File: config.mk
export PLATFORM = sky130hd
export DESIGN_NAME = fit_policy_heap_allocator
export DESIGN_NICKNAME = d
export VERILOG_FILES = /design/src/rtl/core/fpha_pkg.sv /design/src/rtl/core/fpha_ram.sv /design/src/rtl/core/fit_policy_heap_allocator.sv
export VERILOG_INCLUDE_DIRS = /design/src /design/src/rtl/core
export SDC_FILE = /design/constraint.sdc
export NUM_CORES = 2
export LEC_CHECK = 0
export ABC_AREA = 1
export BUFFER_PORTS_ARGS = -buffer_cell sky130_fd_sc_hd__buf_2
export CAP_MARGIN = 30
export CORE_UTILIZATION = 57
export CTS_CLUSTER_DIAMETER = 50
export CTS_CLUSTER_SIZE = 30
export DETAILED_ROUTE_END_ITERATION = 7
export GPL_ROUTABILITY_DRIVEN = 0
export PLACE_DENSITY = 0.76
export SLEW_MARGIN = 20
export SYNTH_ARGS = -nofsm -noshare
export SYNTH_HDL_FRONTEND = slang
export SYNTH_HIERARCHICAL = 1
export SYNTH_SLANG_ARGS = --single-unit
File: constraint.sdc
create_clock -name clk_i -period 8.5 [get_ports clk_i]
set_input_delay 1.7 -clock clk_i [delete_from_list [all_inputs] [get_ports clk_i]]
set_output_delay 1.7 -clock clk_i [all_outputs]
set_load 0.02 [all_outputs]
File: src/rtl/core/fit_policy_heap_allocator_macros.svh
// Assertion macros shared by the heap allocator RTL.
`ifndef FIT_POLICY_HEAP_ALLOCATOR_MACROS_SVH
`define FIT_POLICY_HEAP_ALLOCATOR_MACROS_SVH

`ifndef ASSERT_OFF
// Check a property on every rising clock edge outside reset.
`define FPHA_ASSERT(lbl, clk, rst_n, prop, msg) \
  lbl: assert property (@(posedge clk) disable iff (!rst_n) prop) else $error(msg);
// Check that a condition never holds outside reset.
`define FPHA_NEVER(lbl, clk, rst_n, cond, msg) \
  `FPHA_ASSERT(lbl, clk, rst_n, !(cond), msg)
`else
`define FPHA_ASSERT(lbl, clk, rst_n, prop, msg)
`define FPHA_NEVER(lbl, clk, rst_n, cond, msg)
`endif

`endif

File: src/rtl/core/fpha_pkg.sv
// Types and fixed constants of the heap allocator.
`default_nettype none
package fpha_pkg;

  localparam int ADDR_W  = 48;
  localparam int REQ_W   = 21;
  localparam int HSIZE_W = 21;
  localparam int STAT_W  = 3;
  localparam int MODE_W  = 2;
  localparam int PADDR_W = 5;
  localparam int PDATA_W = 64;
  // Width of size compares with headroom for size plus header
  localparam int CW      = 22;

  localparam logic [HSIZE_W-1:0] HSIZE_MIN = 21'd64;

  localparam logic CMD_ALLOC = 1'b0;
  localparam logic CMD_FREE  = 1'b1;

  localparam logic [MODE_W-1:0] MODE_BEST  = 2'd0;
  localparam logic [MODE_W-1:0] MODE_WORST = 2'd1;
  localparam logic [MODE_W-1:0] MODE_NEXT  = 2'd2;

  localparam logic [1:0] REG_FIT_MODE  = 2'd0;
  localparam logic [1:0] REG_HEAP_BASE = 2'd1;
  localparam logic [1:0] REG_HEAP_SIZE = 2'd2;

  localparam logic [STAT_W-1:0] STAT_OK      = 3'd0;
  localparam logic [STAT_W-1:0] STAT_NOFIT   = 3'd1;
  localparam logic [STAT_W-1:0] STAT_ZERO    = 3'd2;
  localparam logic [STAT_W-1:0] STAT_OUTSIDE = 3'd3;
  localparam logic [STAT_W-1:0] STAT_ALREADY = 3'd4;
  localparam logic [STAT_W-1:0] STAT_NOTBLK  = 3'd5;

  typedef enum logic [3:0] {
    ST_IDLE,
    ST_INIT,
    ST_FCHK,
    ST_SCAN,
    ST_TAKE,
    ST_SHUP,
    ST_WR_A,
    ST_WR_B,
    ST_FNXT_RD,
    ST_FNXT_EV,
    ST_FMERGE,
    ST_SHDN,
    ST_DONE
  } state_e;

endpackage
`default_nettype wire

File: src/rtl/core/fpha_ram.sv
// Generic single-write, single-read RAM with registered read data.
`default_nettype none
module fpha_ram #(
  parameter int WIDTH = 8,
  parameter int DEPTH = 64
) (
  input  logic                     clk_i,
  input  logic                     we_i,
  input  logic [$clog2(DEPTH)-1:0] waddr_i,
  input  logic [WIDTH-1:0]         wdata_i,
  input  logic [$clog2(DEPTH)-1:0] raddr_i,
  output logic [WIDTH-1:0]         rdata_o
);

  logic [WIDTH-1:0] mem_q [DEPTH];
  logic [WIDTH-1:0] rdata_q;

  // Write port
  always_ff @(posedge clk_i) begin
    if (we_i) begin
      mem_q[waddr_i] <= wdata_i;
    end
  end

  // Registered read port
  always_ff @(posedge clk_i) begin
    rdata_q <= mem_q[raddr_i];
  end

  assign rdata_o = rdata_q;

endmodule
`default_nettype wire

File: src/rtl/core/fit_policy_heap_allocator.sv
// Top level of the best/worst/next fit heap allocator.
//
//   channel   direction  handshake                  payload
//   cfg       in         psel/penable/pwrite/pready paddr, pwdata, prdata
//   in        in         in_valid_i / in_stall_o    command, request_bytes, free_address
//   out       out        out_valid_o / out_stall_i  block_address, status
//
// One item at a time: the sequencer walks the segment table through a single
// RAM read port, one entry per cycle, then shifts entries one per cycle.
// Best or worst fit allocate scans every entry; a split moves any entries above
// the pick up first, then writes the pick and the free remainder. Free scans to
// the block, reads the next entry if any, merges and moves entries down as needed.
// Reset and a heap_base or heap_size write rebuild the table in ST_INIT.
`default_nettype none
`include "fit_policy_heap_allocator_macros.svh"
module fit_policy_heap_allocator
  import fpha_pkg::*;
#(
  parameter int HDR_BYTES      = 32,
  parameter int MAX_SEGMENTS   = 64,
  parameter int HEAP_MAX_BYTES = 1048576
) (
  input  logic                clk_i,
  input  logic                rst_ni,
  input  logic                psel,
  input  logic                penable,
  input  logic                pwrite,
  input  logic [PADDR_W-1:0]  paddr,
  input  logic [PDATA_W-1:0]  pwdata,
  output logic [PDATA_W-1:0]  prdata,
  output logic                pready,
  input  logic                in_valid_i,
  output logic                in_stall_o,
  input  logic                command_i,
  input  logic [REQ_W-1:0]    request_bytes_i,
  input  logic [ADDR_W-1:0]   free_address_i,
  output logic                out_valid_o,
  input  logic                out_stall_i,
  output logic [ADDR_W-1:0]   block_address_o,
  output logic [STAT_W-1:0]   status_o
);

  localparam int IW  = $clog2(MAX_SEGMENTS);
  localparam int CNW = $clog2(MAX_SEGMENTS + 1);
  localparam int CNX = CNW + 1;
  localparam int SW  = $clog2(HEAP_MAX_BYTES + 1);
  localparam int EW  = 2 * SW + 1;
  localparam logic [CW-1:0]      HDR_C    = CW'(HDR_BYTES);
  localparam logic [CNW-1:0]     MAX_C    = CNW'(MAX_SEGMENTS);
  localparam logic [HSIZE_W-1:0] HMAX_C   = HSIZE_W'(HEAP_MAX_BYTES);

  // Configuration registers
  logic [MODE_W-1:0]  mode_q;
  logic [ADDR_W-1:0]  base_q;
  logic [HSIZE_W-1:0] hsize_q;

  // Sequencer and datapath registers
  state_e             st_q, st_d;
  logic               cmd_q, cmd_d;
  logic [REQ_W-1:0]   req_q, req_d;
  logic [ADDR_W-1:0]  faddr_q, faddr_d;
  logic [ADDR_W-1:0]  rel_q, rel_d;
  logic [CNW-1:0]     count_q, count_d;
  logic [IW-1:0]      cursor_q, cursor_d;
  logic [IW-1:0]      rd_idx_q, rd_idx_d;
  logic [CNW-1:0]     scan_k_q, scan_k_d;
  logic               ev_vld_q, ev_vld_d;
  logic [IW-1:0]      ev_idx_q, ev_idx_d;
  logic               found_q, found_d;
  logic [IW-1:0]      pick_idx_q, pick_idx_d;
  logic [SW-1:0]      pick_off_q, pick_off_d;
  logic [SW-1:0]      pick_size_q, pick_size_d;
  logic               pick_free_q, pick_free_d;
  logic [SW-1:0]      prev_off_q, prev_off_d;
  logic [SW-1:0]      prev_size_q, prev_size_d;
  logic               prev_free_q, prev_free_d;
  logic [SW-1:0]      nxt_size_q, nxt_size_d;
  logic               nxt_free_q, nxt_free_d;
  logic [IW-1:0]      sh_j_q, sh_j_d;
  logic [IW-1:0]      sh_end_q, sh_end_d;
  logic [IW-1:0]      sh_wr_q, sh_wr_d;
  logic [1:0]         sh_amt_q, sh_amt_d;
  logic               sh_iss_q, sh_iss_d;
  logic               sh_pnd_q, sh_pnd_d;
  logic [ADDR_W-1:0]  res_addr_q, res_addr_d;
  logic [STAT_W-1:0]  res_stat_q, res_stat_d;
  logic               out_valid_q, out_valid_d;
  logic [ADDR_W-1:0]  out_addr_q, out_addr_d;
  logic [STAT_W-1:0]  out_stat_q, out_stat_d;

  // RAM port
  logic               ram_we;
  logic [IW-1:0]      ram_waddr;
  logic [EW-1:0]      ram_wdata;
  logic [IW-1:0]      ram_raddr;
  logic [EW-1:0]      ram_rdata;
  logic [SW-1:0]      r_off;
  logic [SW-1:0]      r_size;
  logic               r_free;

  // Configuration write decode
  logic               cfg_wr;
  logic [1:0]         cfg_idx;
  logic [HSIZE_W-1:0] cfg_size_raw;
  logic [HSIZE_W-1:0] cfg_size;

  // Scratch
  logic               first_mode;
  logic               issue;
  logic               take_ev;
  logic               cand;
  logic               better;
  logic               hit;
  logic               start_scan;
  logic               split;
  logic               pmerge;
  logic [CW-1:0]      merged;
  logic [CNX-1:0]     dst;
  logic [CNX-1:0]     src;
  logic [1:0]         samt;
  logic [ADDR_W:0]    top;
  logic [ADDR_W-1:0]  rel;

  fpha_ram #(
    .WIDTH (EW),
    .DEPTH (MAX_SEGMENTS)
  ) u_table (
    .clk_i   (clk_i),
    .we_i    (ram_we),
    .waddr_i (ram_waddr),
    .wdata_i (ram_wdata),
    .raddr_i (ram_raddr),
    .rdata_o (ram_rdata)
  );

  assign r_off  = ram_rdata[EW-1 -: SW];
  assign r_size = ram_rdata[SW:1];
  assign r_free = ram_rdata[0];

  // APB decode and saturation of the heap size
  assign pready       = 1'b1;
  assign cfg_wr       = psel & penable & pwrite;
  assign cfg_idx      = paddr[4:3];
  assign cfg_size_raw = pwdata[HSIZE_W-1:0];

  always_comb begin
    cfg_size = cfg_size_raw;
    if (cfg_size_raw < HSIZE_MIN) begin
      cfg_size = HSIZE_MIN;
    end else if (cfg_size_raw > HMAX_C) begin
      cfg_size = HMAX_C;
    end
  end

  always_comb begin
    case (cfg_idx)
      REG_FIT_MODE:  prdata = PDATA_W'(mode_q);
      REG_HEAP_BASE: prdata = PDATA_W'(base_q);
      REG_HEAP_SIZE: prdata = PDATA_W'(hsize_q);
      default:       prdata = '0;
    endcase
  end

  always_ff @(posedge clk_i or negedge rst_ni) begin
    if (!rst_ni) begin
      mode_q  <= MODE_BEST;
      base_q  <= '0;
      hsize_q <= HMAX_C;
    end else if (cfg_wr) begin
      case (cfg_idx)
        REG_FIT_MODE:  mode_q  <= pwdata[MODE_W-1:0];
        REG_HEAP_BASE: base_q  <= pwdata[ADDR_W-1:0];
        REG_HEAP_SIZE: hsize_q <= cfg_size;
        default:       mode_q  <= mode_q;
      endcase
    end
  end

  assign in_stall_o      = (st_q != ST_IDLE);
  assign out_valid_o     = out_valid_q;
  assign block_address_o = out_addr_q;
  assign status_o        = out_stat_q;

  // Scan helpers
  assign first_mode = (cmd_q == CMD_FREE) || (mode_q == MODE_NEXT);
  assign cand       = r_free && (CW'(r_size) >= CW'(req_q));
  assign hit        = (ADDR_W'(r_off) == rel_q);
  assign take_ev    = ev_vld_q && !(first_mode && found_q);
  assign top        = {1'b0, base_q} + (ADDR_W + 1)'(hsize_q);
  assign rel        = faddr_q - base_q;
  assign split      = (CW'(pick_size_q) > CW'(req_q) + HDR_C) && (count_q < MAX_C);
  assign pmerge     = (pick_idx_q != '0) && prev_free_q;
  assign merged     = CW'(pick_size_q) + (nxt_free_q ? CW'(nxt_size_q) + HDR_C : '0);

  always_comb begin
    if (first_mode) begin
      better = !found_q;
    end else if (mode_q == MODE_WORST) begin
      better = !found_q || (r_size > pick_size_q);
    end else begin
      better = !found_q || (r_size < pick_size_q);
    end
  end

  // Sequencer: next state and datapath updates
  always_comb begin
    st_d        = st_q;
    cmd_d       = cmd_q;
    req_d       = req_q;
    faddr_d     = faddr_q;
    rel_d       = rel_q;
    count_d     = count_q;
    cursor_d    = cursor_q;
    rd_idx_d    = rd_idx_q;
    scan_k_d    = scan_k_q;
    ev_vld_d    = 1'b0;
    ev_idx_d    = rd_idx_q;
    found_d     = found_q;
    pick_idx_d  = pick_idx_q;
    pick_off_d  = pick_off_q;
    pick_size_d = pick_size_q;
    pick_free_d = pick_free_q;
    prev_off_d  = prev_off_q;
    prev_size_d = prev_size_q;
    prev_free_d = prev_free_q;
    nxt_size_d  = nxt_size_q;
    nxt_free_d  = nxt_free_q;
    sh_j_d      = sh_j_q;
    sh_end_d    = sh_end_q;
    sh_wr_d     = sh_wr_q;
    sh_amt_d    = sh_amt_q;
    sh_iss_d    = sh_iss_q;
    sh_pnd_d    = 1'b0;
    res_addr_d  = res_addr_q;
    res_stat_d  = res_stat_q;
    out_addr_d  = out_addr_q;
    out_stat_d  = out_stat_q;
    out_valid_d = out_valid_q && out_stall_i;
    ram_we      = 1'b0;
    ram_waddr   = '0;
    ram_wdata   = '0;
    ram_raddr   = rd_idx_q;
    issue       = 1'b0;
    start_scan  = 1'b0;
    dst         = '0;
    samt        = '0;
    src         = '0;

    case (st_q)
      ST_INIT: begin
        // Rebuild the table as one free segment
        ram_we    = 1'b1;
        ram_waddr = '0;
        ram_wdata = {SW'(0), SW'(hsize_q - HSIZE_W'(HDR_BYTES)), 1'b1};
        count_d   = CNW'(1);
        cursor_d  = '0;
        st_d      = ST_IDLE;
      end

      ST_IDLE: begin
        if (in_valid_i) begin
          cmd_d      = command_i;
          req_d      = request_bytes_i;
          faddr_d    = free_address_i;
          res_addr_d = '0;
          rd_idx_d   = '0;
          if (command_i == CMD_FREE) begin
            st_d = ST_FCHK;
          end else if (request_bytes_i == '0) begin
            res_stat_d = STAT_ZERO;
            st_d       = ST_DONE;
          end else begin
            start_scan = 1'b1;
            if (mode_q == MODE_NEXT && CNW'(cursor_q) < count_q) begin
              rd_idx_d = cursor_q;
            end
          end
        end
      end

      ST_FCHK: begin
        // Range check in bytes, then strip the header
        if (faddr_q < base_q || {1'b0, faddr_q} > top) begin
          res_stat_d = STAT_OUTSIDE;
          st_d       = ST_DONE;
        end else if (rel < ADDR_W'(HDR_BYTES)) begin
          res_stat_d = STAT_NOTBLK;
          st_d       = ST_DONE;
        end else begin
          rel_d      = rel - ADDR_W'(HDR_BYTES);
          start_scan = 1'b1;
        end
      end

      ST_SCAN: begin
        // Issue one read per cycle, evaluate the entry read last cycle
        issue     = (scan_k_q < count_q) && !(first_mode && found_q);
        ram_raddr = rd_idx_q;
        if (issue) begin
          ev_vld_d = 1'b1;
          ev_idx_d = rd_idx_q;
          scan_k_d = scan_k_q + CNW'(1);
          rd_idx_d = (CNW'(rd_idx_q) + CNW'(1) == count_q) ? '0 : rd_idx_q + IW'(1);
        end
        if (take_ev) begin
          if (cmd_q == CMD_FREE) begin
            if (hit) begin
              found_d     = 1'b1;
              pick_idx_d  = ev_idx_q;
              pick_off_d  = r_off;
              pick_size_d = r_size;
              pick_free_d = r_free;
            end else begin
              prev_off_d  = r_off;
              prev_size_d = r_size;
              prev_free_d = r_free;
            end
          end else if (cand && better) begin
            found_d     = 1'b1;
            pick_idx_d  = ev_idx_q;
            pick_off_d  = r_off;
            pick_size_d = r_size;
          end
        end
        if ((first_mode && found_q) || (scan_k_q == count_q && !ev_vld_q)) begin
          if (cmd_q == CMD_ALLOC) begin
            if (found_q) begin
              st_d = ST_TAKE;
            end else begin
              res_stat_d = STAT_NOFIT;
              st_d       = ST_DONE;
            end
          end else if (!found_q) begin
            res_stat_d = STAT_NOTBLK;
            st_d       = ST_DONE;
          end else if (pick_free_q) begin
            res_stat_d = STAT_ALREADY;
            st_d       = ST_DONE;
          end else if (CNW'(pick_idx_q) + CNW'(1) < count_q) begin
            st_d = ST_FNXT_RD;
          end else begin
            nxt_free_d = 1'b0;
            st_d       = ST_FMERGE;
          end
        end
      end

      ST_TAKE: begin
        res_addr_d = base_q + ADDR_W'(pick_off_q) + ADDR_W'(HDR_BYTES);
        res_stat_d = STAT_OK;
        if (split) begin
          if (CNW'(pick_idx_q) + CNW'(1) < count_q) begin
            sh_j_d   = IW'(count_q - CNW'(1));
            sh_end_d = pick_idx_q + IW'(1);
            sh_iss_d = 1'b1;
            st_d     = ST_SHUP;
          end else begin
            st_d = ST_WR_A;
          end
        end else begin
          // Take the segment whole
          ram_we    = 1'b1;
          ram_waddr = pick_idx_q;
          ram_wdata = {pick_off_q, pick_size_q, 1'b0};
          if (mode_q == MODE_NEXT) begin
            cursor_d = pick_idx_q;
          end
          st_d = ST_DONE;
        end
      end

      ST_SHUP: begin
        // Move entries up by one, top first
        ram_raddr = sh_j_q;
        if (sh_iss_q) begin
          sh_pnd_d = 1'b1;
          sh_wr_d  = sh_j_q + IW'(1);
          if (sh_j_q == sh_end_q) begin
            sh_iss_d = 1'b0;
          end else begin
            sh_j_d = sh_j_q - IW'(1);
          end
        end
        if (sh_pnd_q) begin
          ram_we    = 1'b1;
          ram_waddr = sh_wr_q;
          ram_wdata = ram_rdata;
        end
        if (!sh_iss_q) begin
          st_d = ST_WR_A;
        end
      end

      ST_WR_A: begin
        ram_we    = 1'b1;
        ram_waddr = pick_idx_q;
        ram_wdata = {pick_off_q, SW'(req_q), 1'b0};
        st_d      = ST_WR_B;
      end

      ST_WR_B: begin
        // Free remainder after the split
        ram_we    = 1'b1;
        ram_waddr = pick_idx_q + IW'(1);
        ram_wdata = {SW'(CW'(pick_off_q) + HDR_C + CW'(req_q)),
                     SW'(CW'(pick_size_q) - HDR_C - CW'(req_q)), 1'b1};
        count_d   = count_q + CNW'(1);
        cursor_d  = pick_idx_q + IW'(1);
        st_d      = ST_DONE;
      end

      ST_FNXT_RD: begin
        ram_raddr = pick_idx_q + IW'(1);
        st_d      = ST_FNXT_EV;
      end

      ST_FNXT_EV: begin
        nxt_size_d = r_size;
        nxt_free_d = r_free;
        st_d       = ST_FMERGE;
      end

      ST_FMERGE: begin
        // Coalesce with free neighbors and plan the removal of merged entries
        ram_we     = 1'b1;
        res_stat_d = STAT_OK;
        if (pmerge) begin
          ram_waddr = pick_idx_q - IW'(1);
          ram_wdata = {prev_off_q, SW'(CW'(prev_size_q) + HDR_C + merged), 1'b1};
          dst       = CNX'(pick_idx_q);
          samt      = 2'd1 + 2'(nxt_free_q);
          cursor_d  = pick_idx_q - IW'(1);
        end else begin
          ram_waddr = pick_idx_q;
          ram_wdata = {pick_off_q, SW'(merged), 1'b1};
          dst       = CNX'(pick_idx_q) + CNX'(1);
          samt      = 2'(nxt_free_q);
          cursor_d  = pick_idx_q;
        end
        src      = dst + CNX'(samt);
        count_d  = count_q - CNW'(samt);
        sh_amt_d = samt;
        if (samt != '0 && src < CNX'(count_q)) begin
          sh_j_d   = IW'(src);
          sh_end_d = IW'(count_q - CNW'(1));
          sh_iss_d = 1'b1;
          st_d     = ST_SHDN;
        end else begin
          st_d = ST_DONE;
        end
      end

      ST_SHDN: begin
        // Move entries down over the removed ones, bottom first
        ram_raddr = sh_j_q;
        if (sh_iss_q) begin
          sh_pnd_d = 1'b1;
          sh_wr_d  = sh_j_q - IW'(sh_amt_q);
          if (sh_j_q == sh_end_q) begin
            sh_iss_d = 1'b0;
          end else begin
            sh_j_d = sh_j_q + IW'(1);
          end
        end
        if (sh_pnd_q) begin
          ram_we    = 1'b1;
          ram_waddr = sh_wr_q;
          ram_wdata = ram_rdata;
        end
        if (!sh_iss_q) begin
          st_d = ST_DONE;
        end
      end

      ST_DONE: begin
        // Hand the result to the output register once it is free
        if (!out_valid_q || !out_stall_i) begin
          out_valid_d = 1'b1;
          out_addr_d  = res_addr_q;
          out_stat_d  = res_stat_q;
          st_d        = ST_IDLE;
        end
      end

      default: begin
        st_d = ST_IDLE;
      end
    endcase

    if (start_scan) begin
      scan_k_d    = '0;
      found_d     = 1'b0;
      prev_free_d = 1'b0;
      st_d        = ST_SCAN;
    end

    // Heap reconfiguration rebuilds the table
    if (cfg_wr && (cfg_idx == REG_HEAP_BASE || cfg_idx == REG_HEAP_SIZE)) begin
      st_d = ST_INIT;
    end
  end

  // Control registers
  always_ff @(posedge clk_i or negedge rst_ni) begin
    if (!rst_ni) begin
      st_q        <= ST_INIT;
      count_q     <= CNW'(1);
      cursor_q    <= '0;
      ev_vld_q    <= 1'b0;
      found_q     <= 1'b0;
      sh_iss_q    <= 1'b0;
      sh_pnd_q    <= 1'b0;
      out_valid_q <= 1'b0;
    end else begin
      st_q        <= st_d;
      count_q     <= count_d;
      cursor_q    <= cursor_d;
      ev_vld_q    <= ev_vld_d;
      found_q     <= found_d;
      sh_iss_q    <= sh_iss_d;
      sh_pnd_q    <= sh_pnd_d;
      out_valid_q <= out_valid_d;
    end
  end

  // Payload registers
  always_ff @(posedge clk_i) begin
    cmd_q       <= cmd_d;
    req_q       <= req_d;
    faddr_q     <= faddr_d;
    rel_q       <= rel_d;
    rd_idx_q    <= rd_idx_d;
    scan_k_q    <= scan_k_d;
    ev_idx_q    <= ev_idx_d;
    pick_idx_q  <= pick_idx_d;
    pick_off_q  <= pick_off_d;
    pick_size_q <= pick_size_d;
    pick_free_q <= pick_free_d;
    prev_off_q  <= prev_off_d;
    prev_size_q <= prev_size_d;
    prev_free_q <= prev_free_d;
    nxt_size_q  <= nxt_size_d;
    nxt_free_q  <= nxt_free_d;
    sh_j_q      <= sh_j_d;
    sh_end_q    <= sh_end_d;
    sh_wr_q     <= sh_wr_d;
    sh_amt_q    <= sh_amt_d;
    res_addr_q  <= res_addr_d;
    res_stat_q  <= res_stat_d;
    out_addr_q  <= out_addr_d;
    out_stat_q  <= out_stat_d;
  end

  // Checks on the sequencer and table bookkeeping
  `FPHA_ASSERT(a_count_range, clk_i, rst_ni,
    (count_q != '0) && (count_q <= MAX_C), "segment count out of range")
  `FPHA_ASSERT(a_cursor_in_table, clk_i, rst_ni,
    (st_q == ST_IDLE) |-> (CNW'(cursor_q) < count_q), "cursor beyond table")
  `FPHA_ASSERT(a_result_from_done, clk_i, rst_ni,
    $rose(out_valid_q) |-> ($past(st_q) == ST_DONE), "result without completion")
  `FPHA_NEVER(a_fail_has_addr, clk_i, rst_ni,
    out_valid_q && (out_stat_q != STAT_OK) && (out_addr_q != '0), "address on failed result")

endmodule
`default_nettype wire

==> metrics.txt <==
status=complete, but fails checks; failing checks=design-rule violations; critical path class=flop to flop; clock buffer depth=4; cell area after synthesis=0.148 sq mm; DR WL/cell=23.5 um; final hold vios=0; root buffer cell=clkbuf_16; Synth top area share=62.9%; # rows=186; area delta synth->final=11.0%; P_leak=63.2 nW; die width=512 um; Iter 0 DRT Violations=15300; register area share after synthesis=65.3%; crit end category=flop; Final #Nets=14500; Residual DRC=17; critical path launch point type=flop; Detail Placement HPWL=246000 um; Async SR Flop Fraction=2.85%; post-synth cell types=68; normalized max-slew margin=26.6%; Final setup violation count=0; setup bufs post-CTS=0; Hold-fix buffers, CTS=0; antenna viol nets, final=0; vias in the first global route=101000; CTS tree=built; IO buf count=227; maximum fanout along the worst path=26; RSZ-0062 raised after global routing=no; CP max-delay cell=nand3_1; largest net degree at the start of global routing=194; Final Cycle Share=88.8%; initial antenna violation count=18; Starting Density=57.6%; Clock Skew=82.1 ps; Cells after Synth=13900; DIE AREA=0.262 sq mm; Placeable Area=0.258 sq mm; Critical Path AT=8140 ps; Synth area leaders=edfxtp_1 (63%), nand2_1 (10%), nand3_1 (9.3%); PD cells=360 mW/mm^2; first-pass GRT wire length=617000 um; Critical Path RT=9090 ps; total global routing track utilization=31.0%; Final Routed Wirelength=414000 um; YS warnings=6; FF+latch count, synth=3261; Worst path max stage delay=940 ps; CP cell instances=inv_1 > nor3_1 > inv_1 > nor3_1 > inv_1 > nor3_1 > nand3_1 > nor4_1 > xor2_1 > ha_1 > nand3_1 > nor3_1 > nor2_1 > nand2_2 > inv_2 > nor2_2 > buf_4 > nor2_2 > o21ai_1 > nand3_1 > nor2_4 > buf_4; most frequent CP cell=nor3_1; Vias=109000; CTS Sinks=3261; Max Cap Violations=0; max-slew violations=0; fmax=132 MHz; number of synthesized flops with an enable pin=3111; global route total overflow=0; layout cells sized above 1=8.20%; min-delay worst type=flop to flop; Worst-Skew Late Latency=1030 ps; final core occ=63.9%; total CTS buffers=306; dominant cell type by area after synthesis=edfxtp_1; Worst Tran Pin Value=1100 ps; Resized Gates After CTS=0; average cell area after synthesis=10.7 sq um; H-tree depth=5; ys flop type=edfxtp_1; post-DR vias/cell=6.17; Setup TNS Final=0 ps; maximum VDD drop=0.577 mV; Worst-path clk slew=70 ps; io pins=264; First-pass DRT Iterations=8; Tmin final=7550 ps; die height=512 um; Reg2Reg Setup Slack=950 ps
[cells in the mapped netlist (12+ instances only)]
master,number
nand2_1,4135
edfxtp_1,3111
nand3_1,2746
inv_1,737
nor2_1,498
ha_1,404
a21oi_1,379
buf_2,332
o21ai_0,281
clkbuf_1,170
xor2_1,131
buf_4,96
dfrtp_1,90
nand4_1,88
nor3_1,82
buf_1,70
dfxtp_1,57
xnor2_1,56
nor4_1,46
o2111ai_1,30
o22ai_1,28
nand3b_1,25
a22oi_1,22
o211ai_1,20
o21a_1,18
buf_6,17
a21o_1,15
o21bai_1,15
o221ai_1,15
a211oi_1,13
fa_1,13
nor2_2,13
a31oi_1,12
nand2_2,12
[stage by stage]
step | power (mW) | setup slack (ps) | cells | hold WS, ps | cell area [sq um]
2_1_floorplan | 36.6 | 409 | 13900 | 386 | 148000
3_3_place_gp | 43.7 | 940 | 17000 | 387 | 154000
3_5_place_dp | 44.2 | 925 | 17000 | 392 | 154000
4_1_cts | 58.6 | 858 | 17600 | 403 | 165000
5_1_grt | 61.8 | 683 | 17600 | 399 | 165000
6_report | 59.3 | 950 | 17600 | 402 | 165000
[critical path: cells and delay by family, from the launching register on]
kind,cells,cell delay (ps)
flops,1,500
buf+inv,6,1300
fa+ha+maj,1,320
compound gates,1,690
xor+xnor,1,120
simple gates,13,4220
[state kept, by name (all words and copies together), names as in the netlist, 7 cells and up]
name and cells:
pick_off_q 21, pick_size_q 21, prev_off_q 21, nxt_size_q 21
faddr_q 48, scan_k_q 7, count_q 7, rel_q 48
res_addr_q 48, base_q 48, u_table/mem_q 2752, u_table/rdata_o 43
prev_size_q 21, hsize_q 21, block_address_o 48, req_q 21
[cell type report]
| type | count | area [sq um] |
|---|---|---|
| multi-input combinational | 9208 | 46500 |
| antenna | 4 | 10.0 |
| inverter | 760 | 2890 |
| clock buffer | 325 | 7920 |
| sequential | 3261 | 96900 |
| clock inverter | 216 | 2780 |
| timing repair buffer | 442 | 3470 |
| fill | 18800 | 93200 |
| tap | 3384 | 4230 |
[placed cells by master, fill, tap and decap left out, types with 15 or more instances in the layout]
cell       count
nor3_1        80
nand3_1     2746
dfxtp_1       57
nand2_1     4130
inv_12        26
o21ai_0      275
edfxtp_1    3111
conb_1        17
o21a_1        18
dfrtp_1       90
inv_1        734
nor2_2        16
ha_1         403
a22oi_1       22
clkinv_1      19
buf_4        159
o211ai_1      20
nor2_4        65
clkinv_2      16
inv_6         36
o2111ai_4     26
buf_12        52
bufinv_16     17
nor2_1       433
nor4_1        44
nand4_1       88
clkbuf_16    315
nand3b_1      25
xnor2_1       56
a21o_1        15
xor2_1       131
o22ai_1       28
nand2_2       17
inv_8         42
a21oi_1      377
buf_2        226
clkinv_8      46
[final timing paths]
check | from | endpoint | cells past startpoint
max | req_q[5] | u_table/mem_q[22][34] | 22
min | ev_idx_q[2] | pick_idx_q[2] | 0
min reg2reg | ev_idx_q[2] | pick_idx_q[2] | 0
min in group asynchronous | rst_ni | base_q[43] | 1
max in group asynchronous | rst_ni | base_q[3] | 2
max reg2reg | req_q[5] | u_table/mem_q[22][34] | 22
[power by group]
group | internal [mW] | switching (mW)
Sequential | 20.3 | 0.738
Clock | 7.71 | 6.75
Combinational | 6.09 | 17.7
Total | 34.1 | 25.2
[metal layers]
metal	track usage, %	wire, um
met1	42.7	156000
met2	48.4	188000
met3	6.41	53100
met4	12.4	16600
met5	0	0
[kinds of logic after synthesis]
group | Yosys count | share of synthesized area [%]
AOI/OAI and AO/OA | 900 | 3.49
xor gates and xnor gates | 188 | 1.11
adders and majority gates | 417 | 3.58
buffers and inverters | 1445 | 4.26
DFF | 3261 | 65.3
muxes | 1 | 0.00674
other | 2 | 0.00506
and+or+nand+nor | 7685 | 22.3
(Power assumes the default switching activity.)
